==> config.mk <==
export PLATFORM = sky130hd
export DESIGN_NAME = least_loaded_worker_dispatcher_unit_flat
export DESIGN_NICKNAME = d
export VERILOG_FILES = /design/src/hw/rtl/lld_pkg.sv /design/src/hw/rtl/lld_in_if.sv /design/src/hw/rtl/lld_out_if.sv /design/src/hw/rtl/lld_div.sv /design/src/hw/rtl/lld_dp.sv /design/src/hw/rtl/lld_ctrl.sv /design/src/hw/rtl/least_loaded_worker_dispatcher_unit.sv /design/src/flat_wrapper.sv
export VERILOG_INCLUDE_DIRS = /design/src /design/src/hw/rtl
export SDC_FILE = /design/constraint.sdc
export NUM_CORES = 2
export LEC_CHECK = 0
export BUFFER_PORTS_ARGS = -buffer_cell sky130_fd_sc_hd__buf_4
export CAP_MARGIN = 0
export CORE_AREA = 5 5 253 255
export CTS_CLUSTER_DIAMETER = 200
export DETAILED_ROUTE_END_ITERATION = 10
export DIE_AREA = 0 0 258 260
export PLACE_DENSITY = 0.74
export SYNTH_ARGS = -nofsm -noshare
export SYNTH_HDL_FRONTEND = slang
export SYNTH_SLANG_ARGS = --single-unit
==> constraint.sdc <==
create_clock -name clk -period 8.6 [get_ports clk]
set_clock_uncertainty 0.15 [all_clocks]
set_input_delay 0.86 -clock clk [delete_from_list [all_inputs] [get_ports clk]]
set_output_delay 0.86 -clock clk [all_outputs]
set_load 0.005 [all_outputs]
==> src/hw/rtl/least_loaded_worker_dispatcher_unit_assert.svh <==
// ----------------------------------------------------------------------------
// least loaded dispatcher assertion macros
// shared concurrent assertion forms, clocked on clk and disabled in rst
// ----------------------------------------------------------------------------
`ifndef LEAST_LOADED_WORKER_DISPATCHER_UNIT_ASSERT_SVH
`define LEAST_LOADED_WORKER_DISPATCHER_UNIT_ASSERT_SVH

// same-cycle implication
`define LLD_ASSERT_NOW(label, ante, cons) \
  label: assert property (@(posedge clk) disable iff (rst) (ante) |-> (cons)) \
    else $error("dispatcher check failed");

// next-cycle implication
`define LLD_ASSERT_NEXT(label, ante, cons) \
  label: assert property (@(posedge clk) disable iff (rst) (ante) |=> (cons)) \
    else $error("dispatcher check failed");

`endif

==> src/hw/rtl/lld_pkg.sv <==
// ----------------------------------------------------------------------------
// lld_pkg
// shared types, codes and defaults of the least loaded worker dispatcher
// ----------------------------------------------------------------------------
package lld_pkg;

  localparam int WORKER_SLOTS_DEF = 16;
  localparam int MAX_RESULTS_DEF  = 64;

  localparam logic [7:0]  CONCURRENCY_RST = 8'd10;
  localparam logic [4:0]  POOL_CAP_RST    = 5'd10;
  localparam logic [9:0]  GROW_STEP_RST   = 10'd8;
  localparam logic [15:0] IDLE_LIMIT_RST  = 16'd60;

  typedef enum logic [2:0] {
    OP_REQUEST = 3'd0,
    OP_FINISH  = 3'd1,
    OP_READY   = 3'd2,
    OP_DIED    = 3'd3,
    OP_TICK    = 3'd4
  } op_t;

  typedef enum logic [1:0] {
    ACT_ASSIGN  = 2'd0,
    ACT_SPAWN   = 2'd1,
    ACT_DESPAWN = 2'd2,
    ACT_QUEUED  = 2'd3
  } action_t;

  typedef enum logic [1:0] {
    REG_CONCURRENCY = 2'd0,
    REG_POOL_CAP    = 2'd1,
    REG_GROW_STEP   = 2'd2,
    REG_IDLE_LIMIT  = 2'd3
  } reg_idx_t;

  typedef enum logic [3:0] {
    CMD_NONE,
    CMD_LOAD,
    CMD_SCAN_CLR,
    CMD_SCAN_STEP,
    CMD_ASSIGN,
    CMD_ASSIGN_Q,
    CMD_SPAWN,
    CMD_ENQ,
    CMD_DIV_START,
    CMD_DESP_STEP,
    CMD_FLUSH
  } lld_cmd_t;

  typedef struct packed {
    logic pool_empty;
    logic pend_zero;
    logic best_found;
    logic scan_last;
    logic res_full;
    logic emit_ready;
    logic out_free;
    logic held_valid;
    logic bal_skip;
    logic div_done;
    logic need_spawn;
    logic free_found;
    logic desp_hit;
  } lld_stat_t;

endpackage

==> src/hw/rtl/lld_in_if.sv <==
// ----------------------------------------------------------------------------
// lld_in_if
// event channel into the dispatcher
// ----------------------------------------------------------------------------
interface lld_in_if;
  logic       valid;
  logic       ready;
  logic [2:0] op;
  logic [3:0] worker;

  modport source (output valid, op, worker, input ready);
  modport sink (input valid, op, worker, output ready);
endinterface

==> src/hw/rtl/lld_out_if.sv <==
// ----------------------------------------------------------------------------
// lld_out_if
// result channel out of the dispatcher
// ----------------------------------------------------------------------------
interface lld_out_if;
  logic       valid;
  logic       ready;
  logic [1:0] action;
  logic [3:0] slot;
  logic       last;

  modport source (output valid, action, slot, last, input ready);
  modport sink (input valid, action, slot, last, output ready);
endinterface

==> src/hw/rtl/lld_div.sv <==
// ----------------------------------------------------------------------------
// lld_div
// restoring divider, one quotient bit per cycle
// ----------------------------------------------------------------------------
module lld_div (
  input  logic        clk,
  input  logic        rst,
  input  logic        start,
  input  logic [15:0] dividend,
  input  logic [9:0]  divisor,
  output logic [15:0] quotient,
  output logic        busy
);

  logic [4:0]  count;
  logic [9:0]  rem;
  logic [9:0]  dsr;
  logic [10:0] shifted;
  logic [10:0] diff;
  logic        ge;

  // trial subtract
  assign shifted = {rem, quotient[15]};
  assign ge      = shifted >= {1'b0, dsr};
  assign diff    = shifted - {1'b0, dsr};

  always_ff @(posedge clk) begin
    if (rst) begin
      busy  <= 1'b0;
      count <= '0;
    end else if (start) begin
      busy     <= 1'b1;
      count    <= 5'd16;
      rem      <= '0;
      dsr      <= divisor;
      quotient <= dividend;
    end else if (busy) begin
      rem      <= ge ? diff[9:0] : shifted[9:0];
      quotient <= {quotient[14:0], ge};
      count    <= count - 5'd1;
      if (count == 5'd1) begin
        busy <= 1'b0;
      end
    end
  end

endmodule

==> src/hw/rtl/lld_dp.sv <==
// ----------------------------------------------------------------------------
// lld_dp
// slot table, pending count, scan unit, divider and result stage
// ----------------------------------------------------------------------------
module lld_dp import lld_pkg::*; #(
  parameter int SLOTS = WORKER_SLOTS_DEF,
  parameter int MAXR  = MAX_RESULTS_DEF
) (
  input  logic        clk,
  input  logic        rst,
  input  logic        cfg_we,
  input  logic [1:0]  cfg_index,
  input  logic [15:0] cfg_data,
  input  logic [2:0]  in_op,
  input  logic [3:0]  in_worker,
  input  lld_cmd_t    cmd,
  output lld_stat_t   stat,
  output logic        out_valid,
  input  logic        out_ready,
  output logic [1:0]  out_action,
  output logic [3:0]  out_slot,
  output logic        out_last
);

  localparam int IW = (SLOTS > 1) ? $clog2(SLOTS) : 1;
  localparam int CW = $clog2(SLOTS + 1);
  localparam int RW = $clog2(MAXR + 1);

  // configuration
  logic [7:0]  concurrency;
  logic [4:0]  pool_cap;
  logic [9:0]  grow_step;
  logic [15:0] idle_limit;

  // slot table
  logic [SLOTS-1:0] used;
  logic [SLOTS-1:0] active;
  logic [7:0]       load [SLOTS];
  logic [15:0]      idle [SLOTS];
  logic [15:0]      pending;
  logic [CW-1:0]    used_cnt;

  // scan and result state
  logic [IW-1:0] scan_idx;
  logic [IW-1:0] best_idx;
  logic [7:0]    best_load;
  logic          best_valid;
  logic [RW-1:0] res_n;
  logic          held_valid;
  logic [1:0]    held_action;
  logic [3:0]    held_slot;

  // combinational helpers
  logic [7:0]    wk_ext;
  logic          wk_ok;
  logic [IW-1:0] wk_idx;
  logic          free_found;
  logic [IW-1:0] free_idx;
  logic          res_full;
  logic          out_free;
  logic          emit_ready;
  logic [6:0]    lim;
  logic [9:0]    thr;
  logic [16:0]   prod;
  logic [15:0]   quotient;
  logic          div_busy;
  logic [15:0]   target;
  logic          pick_hit;
  logic          desp_hit;
  logic          emit_do;
  logic [1:0]    emit_act;
  logic [3:0]    emit_slot;

  assign wk_ext = {4'd0, in_worker};
  assign wk_ok  = wk_ext < 8'(SLOTS);
  assign wk_idx = wk_ext[IW-1:0];

  // lowest unused slot
  always_comb begin
    free_found = 1'b0;
    free_idx   = '0;
    for (int i = SLOTS - 1; i >= 0; i--) begin
      if (!used[i]) begin
        free_found = 1'b1;
        free_idx   = IW'(i);
      end
    end
  end

  assign res_full   = res_n >= RW'(MAXR);
  assign out_free   = !out_valid || out_ready;
  assign emit_ready = !held_valid || out_free;

  // pool growth target
  assign lim  = (7'(pool_cap) < 7'(SLOTS)) ? 7'(pool_cap) : 7'(SLOTS);
  assign thr  = (grow_step == 10'd0) ? 10'd1 : grow_step;
  assign prod = 17'(used_cnt) * 17'(thr);

  always_comb begin
    target = (quotient > 16'(lim)) ? 16'(lim) : quotient;
    if (target == 16'd0) begin
      target = 16'd1;
    end
  end

  lld_div u_div (
    .clk      (clk),
    .rst      (rst),
    .start    (cmd == CMD_DIV_START),
    .dividend (pending),
    .divisor  (thr),
    .quotient (quotient),
    .busy     (div_busy)
  );

  // per-slot tests at the scan pointer
  assign pick_hit = used[scan_idx] && active[scan_idx] && (load[scan_idx] < concurrency) &&
                    (!best_valid || load[scan_idx] < best_load);
  assign desp_hit = used[scan_idx] && active[scan_idx] && (load[scan_idx] == 8'd0) &&
                    (idle[scan_idx] > idle_limit);

  // status to the controller
  always_comb begin
    stat.pool_empty = used_cnt == '0;
    stat.pend_zero  = pending == 16'd0;
    stat.best_found = best_valid;
    stat.scan_last  = scan_idx == IW'(SLOTS - 1);
    stat.res_full   = res_full;
    stat.emit_ready = emit_ready;
    stat.out_free   = out_free;
    stat.held_valid = held_valid;
    stat.bal_skip   = (7'(used_cnt) >= lim) || (prod >= 17'(pending));
    stat.div_done   = !div_busy;
    stat.need_spawn = 16'(used_cnt) < target;
    stat.free_found = free_found;
    stat.desp_hit   = desp_hit;
  end

  // result produced this cycle
  always_comb begin
    emit_do   = 1'b0;
    emit_act  = ACT_ASSIGN;
    emit_slot = 4'd0;
    case (cmd)
      CMD_ASSIGN, CMD_ASSIGN_Q: begin
        emit_do   = !res_full;
        emit_slot = 4'(best_idx);
      end
      CMD_SPAWN: begin
        emit_do   = !res_full && free_found;
        emit_act  = ACT_SPAWN;
        emit_slot = 4'(free_idx);
      end
      CMD_ENQ: begin
        emit_do  = !res_full;
        emit_act = ACT_QUEUED;
      end
      CMD_DESP_STEP: begin
        emit_do   = desp_hit && !res_full;
        emit_act  = ACT_DESPAWN;
        emit_slot = 4'(scan_idx);
      end
      default: begin
        emit_do = 1'b0;
      end
    endcase
  end

  // configuration writes
  always_ff @(posedge clk) begin
    if (rst) begin
      concurrency <= CONCURRENCY_RST;
      pool_cap    <= POOL_CAP_RST;
      grow_step   <= GROW_STEP_RST;
      idle_limit  <= IDLE_LIMIT_RST;
    end else if (cfg_we) begin
      case (cfg_index)
        REG_CONCURRENCY: concurrency <= cfg_data[7:0];
        REG_POOL_CAP:    pool_cap <= cfg_data[4:0];
        REG_GROW_STEP:   grow_step <= cfg_data[9:0];
        REG_IDLE_LIMIT:  idle_limit <= cfg_data;
        default:         concurrency <= concurrency;
      endcase
    end
  end

  // slot table and pending count
  always_ff @(posedge clk) begin
    if (rst) begin
      used     <= '0;
      active   <= '0;
      used_cnt <= '0;
      pending  <= '0;
      for (int i = 0; i < SLOTS; i++) begin
        load[i] <= '0;
        idle[i] <= '0;
      end
    end else begin
      case (cmd)
        CMD_LOAD: begin
          case (in_op)
            OP_FINISH: begin
              if (wk_ok && used[wk_idx]) begin
                if (load[wk_idx] != 8'd0) begin
                  load[wk_idx] <= load[wk_idx] - 8'd1;
                end
                idle[wk_idx] <= '0;
              end
            end
            OP_READY: begin
              if (wk_ok && used[wk_idx]) begin
                active[wk_idx] <= 1'b1;
                idle[wk_idx]   <= '0;
              end
            end
            OP_DIED: begin
              if (wk_ok) begin
                if (used[wk_idx]) begin
                  used_cnt <= used_cnt - CW'(1);
                end
                used[wk_idx]   <= 1'b0;
                active[wk_idx] <= 1'b0;
                load[wk_idx]   <= '0;
                idle[wk_idx]   <= '0;
              end
            end
            OP_TICK: begin
              for (int i = 0; i < SLOTS; i++) begin
                if (used[i] && active[i] && idle[i] != 16'hFFFF) begin
                  idle[i] <= idle[i] + 16'd1;
                end
              end
            end
            default: begin
            end
          endcase
        end
        CMD_ASSIGN, CMD_ASSIGN_Q: begin
          if (!res_full) begin
            if (load[best_idx] != 8'hFF) begin
              load[best_idx] <= load[best_idx] + 8'd1;
            end
            idle[best_idx] <= '0;
            if (cmd == CMD_ASSIGN_Q) begin
              pending <= pending - 16'd1;
            end
          end
        end
        CMD_SPAWN: begin
          if (emit_do) begin
            used[free_idx]   <= 1'b1;
            active[free_idx] <= 1'b0;
            load[free_idx]   <= '0;
            idle[free_idx]   <= '0;
            used_cnt         <= used_cnt + CW'(1);
          end
        end
        CMD_ENQ: begin
          if (pending != 16'hFFFF) begin
            pending <= pending + 16'd1;
          end
        end
        CMD_DESP_STEP: begin
          if (emit_do) begin
            used[scan_idx]   <= 1'b0;
            active[scan_idx] <= 1'b0;
            load[scan_idx]   <= '0;
            idle[scan_idx]   <= '0;
            used_cnt         <= used_cnt - CW'(1);
          end
        end
        default: begin
        end
      endcase
    end
  end

  // scan pointer and best candidate
  always_ff @(posedge clk) begin
    if (rst) begin
      scan_idx   <= '0;
      best_valid <= 1'b0;
    end else begin
      case (cmd)
        CMD_LOAD, CMD_SCAN_CLR: begin
          scan_idx   <= '0;
          best_valid <= 1'b0;
        end
        CMD_SCAN_STEP, CMD_DESP_STEP: begin
          if (cmd == CMD_SCAN_STEP && pick_hit) begin
            best_valid <= 1'b1;
            best_idx   <= scan_idx;
            best_load  <= load[scan_idx];
          end
          scan_idx <= stat.scan_last ? '0 : scan_idx + IW'(1);
        end
        default: begin
        end
      endcase
    end
  end

  // held result and output register
  always_ff @(posedge clk) begin
    if (rst) begin
      res_n      <= '0;
      held_valid <= 1'b0;
      out_valid  <= 1'b0;
    end else begin
      if (cmd == CMD_LOAD) begin
        res_n <= '0;
      end
      // held result moves out on a newer result or at the end of the event
      if (cmd == CMD_FLUSH || (emit_do && held_valid)) begin
        out_valid  <= 1'b1;
        out_action <= held_action;
        out_slot   <= held_slot;
        out_last   <= (cmd == CMD_FLUSH);
      end else if (out_valid && out_ready) begin
        out_valid <= 1'b0;
      end
      if (emit_do) begin
        held_valid  <= 1'b1;
        held_action <= emit_act;
        held_slot   <= emit_slot;
        res_n       <= res_n + RW'(1);
      end
      if (cmd == CMD_FLUSH) begin
        held_valid <= 1'b0;
      end
    end
  end

endmodule

==> src/hw/rtl/lld_ctrl.sv <==
// ----------------------------------------------------------------------------
// lld_ctrl
// sequencer that steps the datapath through each event
// ----------------------------------------------------------------------------
module lld_ctrl import lld_pkg::*; (
  input  logic      clk,
  input  logic      rst,
  input  logic      in_valid,
  input  logic [2:0] in_op,
  output logic      in_ready,
  input  lld_stat_t stat,
  output lld_cmd_t  cmd
);

  typedef enum logic [3:0] {
    S_IDLE,
    S_RSPAWN,
    S_RSCAN,
    S_RPICK,
    S_ENQ,
    S_DRAIN,
    S_DSCAN,
    S_DPICK,
    S_BAL,
    S_DIV,
    S_GROW,
    S_TICK,
    S_FIN
  } state_t;

  state_t state;
  state_t state_next;
  logic   bal;
  logic   bal_next;
  state_t after_drain;

  assign in_ready    = state == S_IDLE;
  assign after_drain = bal ? S_BAL : S_FIN;

  // next state and command
  always_comb begin
    state_next = state;
    bal_next   = bal;
    cmd        = CMD_NONE;
    case (state)
      S_IDLE: begin
        if (in_valid) begin
          cmd      = CMD_LOAD;
          bal_next = 1'b0;
          case (in_op)
            OP_REQUEST: state_next = stat.pool_empty ? S_RSPAWN : S_RSCAN;
            OP_FINISH:  state_next = S_DRAIN;
            OP_READY:   state_next = S_DRAIN;
            OP_DIED:    state_next = S_BAL;
            OP_TICK:    state_next = S_TICK;
            default:    state_next = S_IDLE;
          endcase
        end
      end
      S_RSPAWN: begin
        if (stat.emit_ready) begin
          cmd        = CMD_SPAWN;
          bal_next   = 1'b1;
          state_next = S_ENQ;
        end
      end
      S_RSCAN: begin
        cmd = CMD_SCAN_STEP;
        if (stat.scan_last) begin
          state_next = S_RPICK;
        end
      end
      S_RPICK: begin
        if (!stat.best_found) begin
          bal_next   = 1'b1;
          state_next = S_ENQ;
        end else if (stat.emit_ready) begin
          cmd        = CMD_ASSIGN;
          state_next = S_FIN;
        end
      end
      S_ENQ: begin
        if (stat.emit_ready) begin
          cmd        = CMD_ENQ;
          state_next = S_DRAIN;
        end
      end
      S_DRAIN: begin
        if (stat.pool_empty || stat.pend_zero) begin
          state_next = after_drain;
        end else begin
          cmd        = CMD_SCAN_CLR;
          state_next = S_DSCAN;
        end
      end
      S_DSCAN: begin
        cmd = CMD_SCAN_STEP;
        if (stat.scan_last) begin
          state_next = S_DPICK;
        end
      end
      S_DPICK: begin
        if (!stat.best_found || stat.res_full) begin
          state_next = after_drain;
        end else if (stat.emit_ready) begin
          cmd        = CMD_ASSIGN_Q;
          state_next = S_DRAIN;
        end
      end
      S_BAL: begin
        if (stat.bal_skip) begin
          state_next = S_FIN;
        end else begin
          cmd        = CMD_DIV_START;
          state_next = S_DIV;
        end
      end
      S_DIV: begin
        if (stat.div_done) begin
          state_next = S_GROW;
        end
      end
      S_GROW: begin
        if (!stat.need_spawn || !stat.free_found || stat.res_full) begin
          state_next = S_FIN;
        end else if (stat.emit_ready) begin
          cmd = CMD_SPAWN;
        end
      end
      S_TICK: begin
        if (stat.desp_hit && stat.res_full) begin
          state_next = S_FIN;
        end else if (!stat.desp_hit || stat.emit_ready) begin
          cmd = CMD_DESP_STEP;
          if (stat.scan_last) begin
            state_next = S_FIN;
          end
        end
      end
      S_FIN: begin
        if (!stat.held_valid) begin
          state_next = S_IDLE;
        end else if (stat.out_free) begin
          cmd        = CMD_FLUSH;
          state_next = S_IDLE;
        end
      end
      default: begin
        state_next = S_IDLE;
      end
    endcase
  end

  // state register
  always_ff @(posedge clk) begin
    if (rst) begin
      state <= S_IDLE;
      bal   <= 1'b0;
    end else begin
      state <= state_next;
      bal   <= bal_next;
    end
  end

endmodule

==> src/hw/rtl/least_loaded_worker_dispatcher_unit.sv <==
// ----------------------------------------------------------------------------
// least_loaded_worker_dispatcher_unit
// assigns requests to the least loaded worker and scales the worker pool
// ----------------------------------------------------------------------------
// Events enter on the in channel (op, worker); each one yields zero or more
// results on the out channel (action, slot, last), last marking the final
// result of the event. Registers are written on cfg_we with cfg_index and
// cfg_data; the user must write them only while the block is idle, which the
// block itself does not enforce. One event is handled at a time. A slot
// scan visits the slots one by one, so a request to a free worker scans the
// table before the assignment, each queued request drained adds another
// scan, a pool growth adds the check, the divider and the final test plus a
// spawn step for each new worker, and a tick scans the table for despawns.
// Results leave through a one-deep holding stage and an output register;
// when the receiver stalls the sequencer waits at its next result and no
// result is dropped.
// Synchronous reset empties the slot table, clears the pending count, loads
// the default register values and drops any undelivered result.
// ----------------------------------------------------------------------------
module least_loaded_worker_dispatcher_unit import lld_pkg::*; #(
  parameter int WORKER_SLOTS = WORKER_SLOTS_DEF,
  parameter int MAX_RESULTS  = MAX_RESULTS_DEF
) (
  input  logic        clk,
  input  logic        rst,
  lld_in_if.sink      in,
  lld_out_if.source   out,
  input  logic        cfg_we,
  input  logic [1:0]  cfg_index,
  input  logic [15:0] cfg_data
);

  `include "least_loaded_worker_dispatcher_unit_assert.svh"

  lld_cmd_t  cmd;
  lld_stat_t stat;
  logic      emit_cmd;

  // sequencer
  lld_ctrl u_ctrl (
    .clk      (clk),
    .rst      (rst),
    .in_valid (in.valid),
    .in_op    (in.op),
    .in_ready (in.ready),
    .stat     (stat),
    .cmd      (cmd)
  );

  // datapath
  lld_dp #(
    .SLOTS (WORKER_SLOTS),
    .MAXR  (MAX_RESULTS)
  ) u_dp (
    .clk        (clk),
    .rst        (rst),
    .cfg_we     (cfg_we),
    .cfg_index  (cfg_index),
    .cfg_data   (cfg_data),
    .in_op      (in.op),
    .in_worker  (in.worker),
    .cmd        (cmd),
    .stat       (stat),
    .out_valid  (out.valid),
    .out_ready  (out.ready),
    .out_action (out.action),
    .out_slot   (out.slot),
    .out_last   (out.last)
  );

  // commands that produce a result unless the result limit is reached or no slot is free to spawn
  assign emit_cmd = (cmd == CMD_ASSIGN) || (cmd == CMD_ASSIGN_Q) ||
                    (cmd == CMD_SPAWN) || (cmd == CMD_ENQ);

  // no result is left behind when a new request can be taken
  `LLD_ASSERT_NOW(a_idle_flushed, in.ready, !stat.held_valid)

  // results are only produced when the holding stage can move
  `LLD_ASSERT_NOW(a_emit_room, emit_cmd, stat.emit_ready)

  // unknown ops return straight to idle
  `LLD_ASSERT_NEXT(a_unknown_op, (in.valid && in.ready && in.op[2] && (in.op[1] || in.op[0])), in.ready)

endmodule

==> src/flat_wrapper.sv <==
// flat-port wrapper written by rule: the top's interface ports become plain ports
module least_loaded_worker_dispatcher_unit_flat import lld_pkg::*;
#(
  parameter int WORKER_SLOTS = WORKER_SLOTS_DEF,
  parameter int MAX_RESULTS  = MAX_RESULTS_DEF
)
  (clk, rst, cfg_we, cfg_index, cfg_data, in_valid, in_op, in_worker, in_ready, out_valid, out_action, out_slot, out_last, out_ready);
  lld_in_if in_i ();
  lld_out_if out_i ();
  input  logic clk;
  input  logic rst;
  input  logic cfg_we;
  input  logic [1:0] cfg_index;
  input  logic [15:0] cfg_data;
  input wire logic [$bits(in_i.valid)-1:0] in_valid;
  input wire logic [$bits(in_i.op)-1:0] in_op;
  input wire logic [$bits(in_i.worker)-1:0] in_worker;
  output wire logic [$bits(in_i.ready)-1:0] in_ready;
  output wire logic [$bits(out_i.valid)-1:0] out_valid;
  output wire logic [$bits(out_i.action)-1:0] out_action;
  output wire logic [$bits(out_i.slot)-1:0] out_slot;
  output wire logic [$bits(out_i.last)-1:0] out_last;
  input wire logic [$bits(out_i.ready)-1:0] out_ready;
  assign in_i.valid = in_valid;
  assign in_i.op = in_op;
  assign in_i.worker = in_worker;
  assign in_ready = in_i.ready;
  assign out_valid = out_i.valid;
  assign out_action = out_i.action;
  assign out_slot = out_i.slot;
  assign out_last = out_i.last;
  assign out_i.ready = out_ready;
  least_loaded_worker_dispatcher_unit #(.WORKER_SLOTS(WORKER_SLOTS), .MAX_RESULTS(MAX_RESULTS)) u_core (.clk(clk), .rst(rst), .in(in_i), .out(out_i), .cfg_we(cfg_we), .cfg_index(cfg_index), .cfg_data(cfg_data));
endmodule
Yosys cells after proc, flatten, opt, wreduce, memory -nomap -nowiden
Memory sizes are Yosys's and may differ from the RTL's. A register that Yosys moved wholly into a read port is not among the register bits.
Index checks and enable logic that the tools add are counted.
- bits in registers: 178
- bits in writable memories: 384
- bits of input ports: 30
- output and inout bits: 9
- word-level logic and storage cells: 583
- memories: 2
- memories (memory ; words ; width ; rd ports ; clocked after Yosys merged registers in ; write ports ; line ; text):
    u_core.u_dp.idle ; 16 ; 16 ; 17 ; 1 ; 16 ; lld_dp.sv:39 ; logic [15:0] idle [SLOTS];
    u_core.u_dp.load ; 16 ; 8 ; 3 ; 2 ; 16 ; lld_dp.sv:38 ; logic [7:0] load [SLOTS];
- $add $sub $neg: 26
- $mul: 1
- magnitude comparators: 17
- equal/unequal tests: 72
- multiplexer cells: 295
- bitwise gates (word level): 30
- reductions and logical operators: 112
- operator list (cell ; number):
    $mux 16 ; 37
    $add 16x1->16 const B ; 17
    $ne 16x16->1 const B ; 17
    $mux 4 ; 52
    $mux 1 ; 158
    $pmux 16 s3 ; 2
    $and 16x16->16 ; 5
    $pmux 16 s2 ; 2
    $reduce_or 16->1 ; 4
    $pmux 4 s13 ; 1
    $not 16->16 ; 3
    $logic_and 1x1->1 ; 47
    $pmux 4 s11 ; 1
    $mux 5 ; 8
    $mux 8 ; 5
    $eq 4x4->1 const B ; 9
    $eq 4x3->1 const B ; 8
    $logic_not 16->1 ; 2
    $or 16x16->16 ; 2
    $reduce_or 8->1 ; 4
    $mux 10 ; 3
    $ne 2x2->1 const B ; 14
    $mux 3 ; 8
    $lt 4x5->1 const B ; 4
    63 further kinds ; 140

Longest topological paths before layout
- depth in word-level cells: 32
- gate-level depth with buffers: 29
- depth with buffers taken out: 27

Modules after synthesis
A second synthesis with hierarchy kept.
- cell total of the unflattened synthesis: 3582
- area total of the unflattened synthesis: 34966.0 um2
- modules (own cells, without submodules) (module ; times used ; cells each ; area an instance (um2) ; seq. area each (um2)):
    lld_dp ; 1 ; 3287 ; 31920.6 ; 12001.5
    lld_div ; 1 ; 193 ; 2311.0 ; 1201.2
    lld_ctrl ; 1 ; 102 ; 734.5 ; 100.1

Worst setup path after synthesis
OpenSTA, ideal clock, no wires.
- path type: flip-flop to flip-flop
- from: register u_core.u_dp.grow_step[6]
- to: register u_core.u_dp.u_div.quotient[0] (enable)
- library setup time: 0.409 ns
- arrival: 7.048 ns
- data required time: 8.041 ns
- setup slack: 0.993 ns
- stages on the path, launching flop included: 28
- buffers on the path: 2
- period minus slack after synthesis: 7.607 ns
- path through: dfxtp_1 > nor4_1 > a31o_2 > nand2_1 > fa_1 > fa_1 > fa_1 > inv_1 > ha_1 > a21oi_1 > o21ai_0 > a21oi_1 > o21ai_0 > a21oi_1 > nand2b_1 > a21boi_0 > o41ai_1 > xnor2_1 > ha_1 > a21o_1 > a21oi_1 > o22ai_1 > a211oi_1 > o211a_1 > clkbuf_1 > clkbuf_1 > nor2_1 > nor2_1
- cells in the longest elaborated chain, start to end: 10
- ends and longest elaborated chain (element ; line ; text):
    start, declared ; lld_dp.sv:32 ; logic [9:0] grow_step;
    start signal, assigned ; lld_dp.sv:180 ; REG_GROW_STEP: grow_step <= cfg_data[9:0];
    $logic_not 10->1 ; lld_dp.sv:96 ; assign thr = (grow_step == 10'd0) ? 10'd1 : grow_step;
    $mux 10 ; lld_dp.sv:96 ;
    named net u_core.u_dp.thr[0] ; lld_dp.sv:63 ; logic [9:0] thr;
    $mul 5x10->15 ; lld_dp.sv:97 ; assign prod = 17'(used_cnt) * 17'(thr);
    $ge 15x16->1 ; lld_dp.sv:132 ; stat.bal_skip = (7'(used_cnt) >= lim) || (prod >= 17'(pending));
    $logic_or 1x1->1 ; lld_dp.sv:132 ;
    $mux 4 ; lld_ctrl.sv:111 ; if (stat.bal_skip) begin
    $pmux 4 s11 ; lld_ctrl.sv:45 ; case (state)
    $eq 4x4->1 ; lld_dp.sv:109 ; .start (cmd == CMD_DIV_START),
    $reduce_bool 2->1 (no source line) ; -- ;
    $reduce_and 2->1 (no source line) ; -- ;
    end signal, assigned ; lld_div.sv:36 ; quotient <= dividend;
    end signal, assigned ; lld_div.sv:39 ; quotient <= {quotient[14:0], ge};
    end, declared ; lld_div.sv:11 ; output logic [15:0] quotient,
The timed path passes the listed nets, and every way through them passes these cells.
A chain may end at the register's enable or synchronous reset.

Final worst setup path
- from: register u_core.u_dp.grow_step[6]
- to: register u_core.u_dp.u_div.rem[4] (enable)
- cells in the longest elaborated chain, start to end: 10
- ends and longest elaborated chain (element ; line ; text):
    $logic_not 10->1 ; lld_dp.sv:96 ;
    $mux 10 ; lld_dp.sv:96 ;
    named net u_core.u_dp.thr[0] ; lld_dp.sv:63 ;
    $mul 5x10->15 ; lld_dp.sv:97 ;
    $ge 15x16->1 ; lld_dp.sv:132 ;
    $logic_or 1x1->1 ; lld_dp.sv:132 ;
    $mux 4 ; lld_ctrl.sv:111 ;
    $pmux 4 s11 ; lld_ctrl.sv:45 ;
    $eq 4x4->1 ; lld_dp.sv:109 ;
    $reduce_bool 2->1 (no source line) ; -- ;
    $reduce_and 2->1 (no source line) ; -- ;
    end signal, assigned ; lld_div.sv:38 ; rem <= ge ? diff[9:0] : shifted[9:0];
    end, declared ; lld_div.sv:16 ; logic [9:0] rem;
The timed path passes the listed nets, and every way through them passes these cells.

==> results by group <==
Power
  • LEAKAGE: between 10 and 15 nW
  • Sequential share of power: 0.379
  • Combinational share of power: 0.313
  • Sw frac: 0.356
  • Cell Int Power: 0.00558 W
  • Switch Pwr: 0.00309 W
  • PD cells: 228 nW/um^2
  • Peak supply drop: roughly 210 uV
  • Clock Power Share: 0.307

Job
  • Maxcap violations: 0

CTS
  • Clk_lat worst skew: 0.65 ns
  • Clk root buf: clkbuf_16
  • CTS Buf Count: 59
  • Clock slew at reported path FFs: 0.06 ns
  • Post-CTS Setup Inserts: 0
  • CTS tree: yes
  • Number of hold buffers added after CTS: 0
  • H-tree Lvls: 2
  • Post-cts resize count: 0
  • Clock Path Buffers: 3
  • Sink Count: 570

Detailed routing
  • Vias/cell: 6.64
  • First-pass iteration count of the detailed router: 6
  • Initial DRC Count: between 3,000 and 4,000
  • Total Wirelength: 102,000 um
  • Final ANT Viol Nets: 0
  • Routed via count: slightly below 30,000
  • Remaining DRCs: 0
  • Routed wire length per instance: 23.3 um

Setup path
  • RR Startpoint: u_core.u_dp.grow_step[6]
  • Worst r2r path cells: 28
  • CP Capture Type: flop
  • Crit path kind: flop to flop
  • Max stage delay on crit path: 0.55 ns
  • Crit path top cell by count: o21ai_0
  • Worst R2R End: u_core.u_dp.u_div.rem[4]
  • CP bufs+invs: 3
  • Crit start category: flop
  • R2r setup slk: 1.31 ns
  • Worst path required time: 8.75 ns
  • Data arrival, critical path: 7.44 ns
  • Critical Path Fanout Max: 34
  • Worst path top cell family by delay: compound AO/OA/AOI/OAI gates
  • Slowest CP cell: fa_1

Layout
  • Final core occ: 0.620
  • P&R area growth vs syn: 7.48%
  • Layout cells sized above 1: 0.131
  • Fin nets: roughly 3,700

Synthesis
  • Ranking of synthesized cells by area: dfxtp_1, edfxtp_1, mux4_2, ha_1, nor3_1
  • Yosys top cell by area: dfxtp_1
  • Syn Nets: ~3,800
  • Synth Register Bits: 570
  • Distinct cells, synth: between 100 and 150
  • Most used DFF post-synth: dfxtp_1
  • Synth warnings: 0
  • Most common cell in the netlist: dfxtp_1
  • Post-Syn Area: 35,400 um^2
  • Gate Count Post-Synth: approximately 3,600
  • Share of the synthesized area in the top cell type: 0.216
  • Async set-reset flop share out of synthesis: 0
  • Mapped Avg Cell Area: 9.87 um^2
  • Synth top cells by count: dfxtp_1, nor3_1, nand2_1
  • Number of enable flip-flop cells after synthesis: about 190
  • Post-synthesis sequential area ratio: 0.376

Status
  • Status: completed

STA
  • Max Fclk: ~140 MHz
  • Worst slew pin tran: 1.19 ns
  • Slew margin rel.: 0.203
  • Min Tclk post-route: about 7.3 ns
  • Final hold violations: 0
  • Fin crit share: 0.848
  • Unrepaired setup endpoints after global routing: no
  • Setup_tns: 0 ns
  • Slew Limit Fails: 0
  • Setup-failing EPs final: 0

Floorplan
  • IO Count: 39
  • Die Wd: about 260 um
  • Row cnt: 91
  • Initial core utilization: 0.576
  • DIE AREA: approximately 67,000 um^2
  • Die Y: between 200 and 300 um
  • Core Box Area: approximately 61,000 um^2

Placement
  • Port Buf Inserts: 38
  • Placer Congestion: between 1 and 1.5
  • Hpwl dp: between 70,000 and 80,000 um

Global route
  • GR peak layer: met2
  • Tot GR Track Use: 0.295
  • Antenna violations before repair: 1
  • Pin count of the biggest net entering global routing: 130
  • First-pass GRT wire length: 157,000 um
  • GR Overflow Total: 0
  • GR Layer Usage met3: 0.0624
  • Met2 Use GR: 0.454
  • Met1 GRT Util: 0.406
  • Number of global-route vias before repair: 27,100

Min path
  • Worst Hold Path Cells: 0
  • Hold Path End: u_core.u_dp.out_slot[0]
  • Hold Crit Class: flop to flop
  • Worst hold start: u_core.u_dp.held_slot[0]
[how the worst max path moves through the flow]
stage / depth (start not counted) / to / slack, ns / start
after floorplan: 27 / u_core.u_dp.u_div.quotient[0] / 0.99 / u_core.u_dp.grow_step[6]
after global placement: 28 / u_core.u_dp.u_div.rem[0] / 1.46 / u_core.u_dp.grow_step[6]
after detailed placement: 28 / u_core.u_dp.u_div.rem[4] / 1.41 / u_core.u_dp.grow_step[6]
after CTS: 28 / u_core.u_dp.u_div.rem[7] / 1.39 / u_core.u_dp.grow_step[6]
after global routing: 28 / u_core.u_dp.u_div.rem[2] / 0.66 / u_core.u_dp.grow_step[6]
final: 28 / u_core.u_dp.u_div.rem[4] / 1.31 / u_core.u_dp.grow_step[6]
[per-stage QoR]
stage / std cells / setup WS (ns) / cell area [um^2] / power [W] / hold WS [ns]
final: 4347 / 1.31 / 38000 / 0.00866 / 0.268
after global routing: 4345 / 0.656 / 38000 / 0.00907 / 0.279
after CTS: 4345 / 1.39 / 38000 / 0.00865 / 0.269
after detailed placement: 4233 / 1.41 / 36000 / 0.00599 / 0.255
after global placement: 4233 / 1.46 / 36000 / 0.00595 / 0.250
after floorplan: 3586 / 0.993 / 35400 / 0.00526 / 0.250
[sequential cells by signal (all words and copies together) (netlist names), 5 cells and up, named ones only]
register	count
u_core.u_dp.u_div.quotient	16
u_core.u_dp.concurrency	8
u_core.u_dp.load	128
u_core.u_dp.u_div.rem	10
u_core.u_dp.pool_cap	5
u_core.u_dp.idle_limit	16
u_core.u_dp.used	16
u_core.u_dp.best_load	8
u_core.u_dp.res_n	7
u_core.u_dp.u_div.dsr	10
u_core.u_dp.idle	256
u_core.u_dp.grow_step	10
u_core.u_dp.used_cnt	5
u_core.u_dp.u_div.count	5
u_core.u_dp.pending	16
[metal layers]
layer	part of all wire	up-vias	routed length (um)
li1	-	13100	-
met1	0.41	13900	41500
met2	0.44	1546	45000
met3	0.099	301	10100
met4	0.049	2	4960
met5	0.00013	-	13
[cells by family after synthesis]
kind of cell,after synthesis,synth area share
buffers and inverters,365,0.0423
xor gates and xnor gates,256,0.0634
DFF,570,0.376
adders and majority gates,163,0.0634
and+or+nand+nor,1454,0.211
AOI/OAI and AO/OA,504,0.0953
muxes,274,0.149
[power by group through the flow]
stage	clock network [W]	registers [W]	logic (W)
detailed placement	0	0.00333	0.00265
global route	0.00280	0.00331	0.00296
floorplan	0	0.00316	0.00210
CTS	0.00270	0.00328	0.00267
global placement	0	0.00333	0.00262
finish	0.00266	0.00329	0.00271
[area by class of cell]
type	count	area, um^2
inverter	154	578
antenna	2	5.00
sequential	570	13300
clock inverter	29	310
timing repair buffer	68	531
fill	5045	23300
tap	790	988
clock buffer	83	1700
multi-input combinational	2651	20600
[cells in the final DEF, fill, tap and decap left out, types with 12 or more instances in the layout]
cell type  instances
nand4_1           93
a21oi_1          164
nor2_1           291
edfxtp_1         189
nand3_1          125
o21a_1            14
dfxtp_1          377
o31ai_1           12
a31oi_1           26
nand2b_1          25
and3_1            56
a21o_1            19
clkinv_2          12
nor4_1            44
or2_2             13
and4_1            33
fa_1              27
a211oi_1          18
buf_4             66
o211ai_1          18
mux2i_1           51
o21ai_0           88
ha_1             136
clkbuf_1          13
nor3_1           318
clkbuf_16         62
inv_1            152
a22oi_1           17
nor4_4            12
nor2b_1           40
mux4_2           200
nand2_1          294
xnor2_1          108
mux2_2            23
xor2_1           148
and2_1            64
Power figures use the tool's default switching activity.
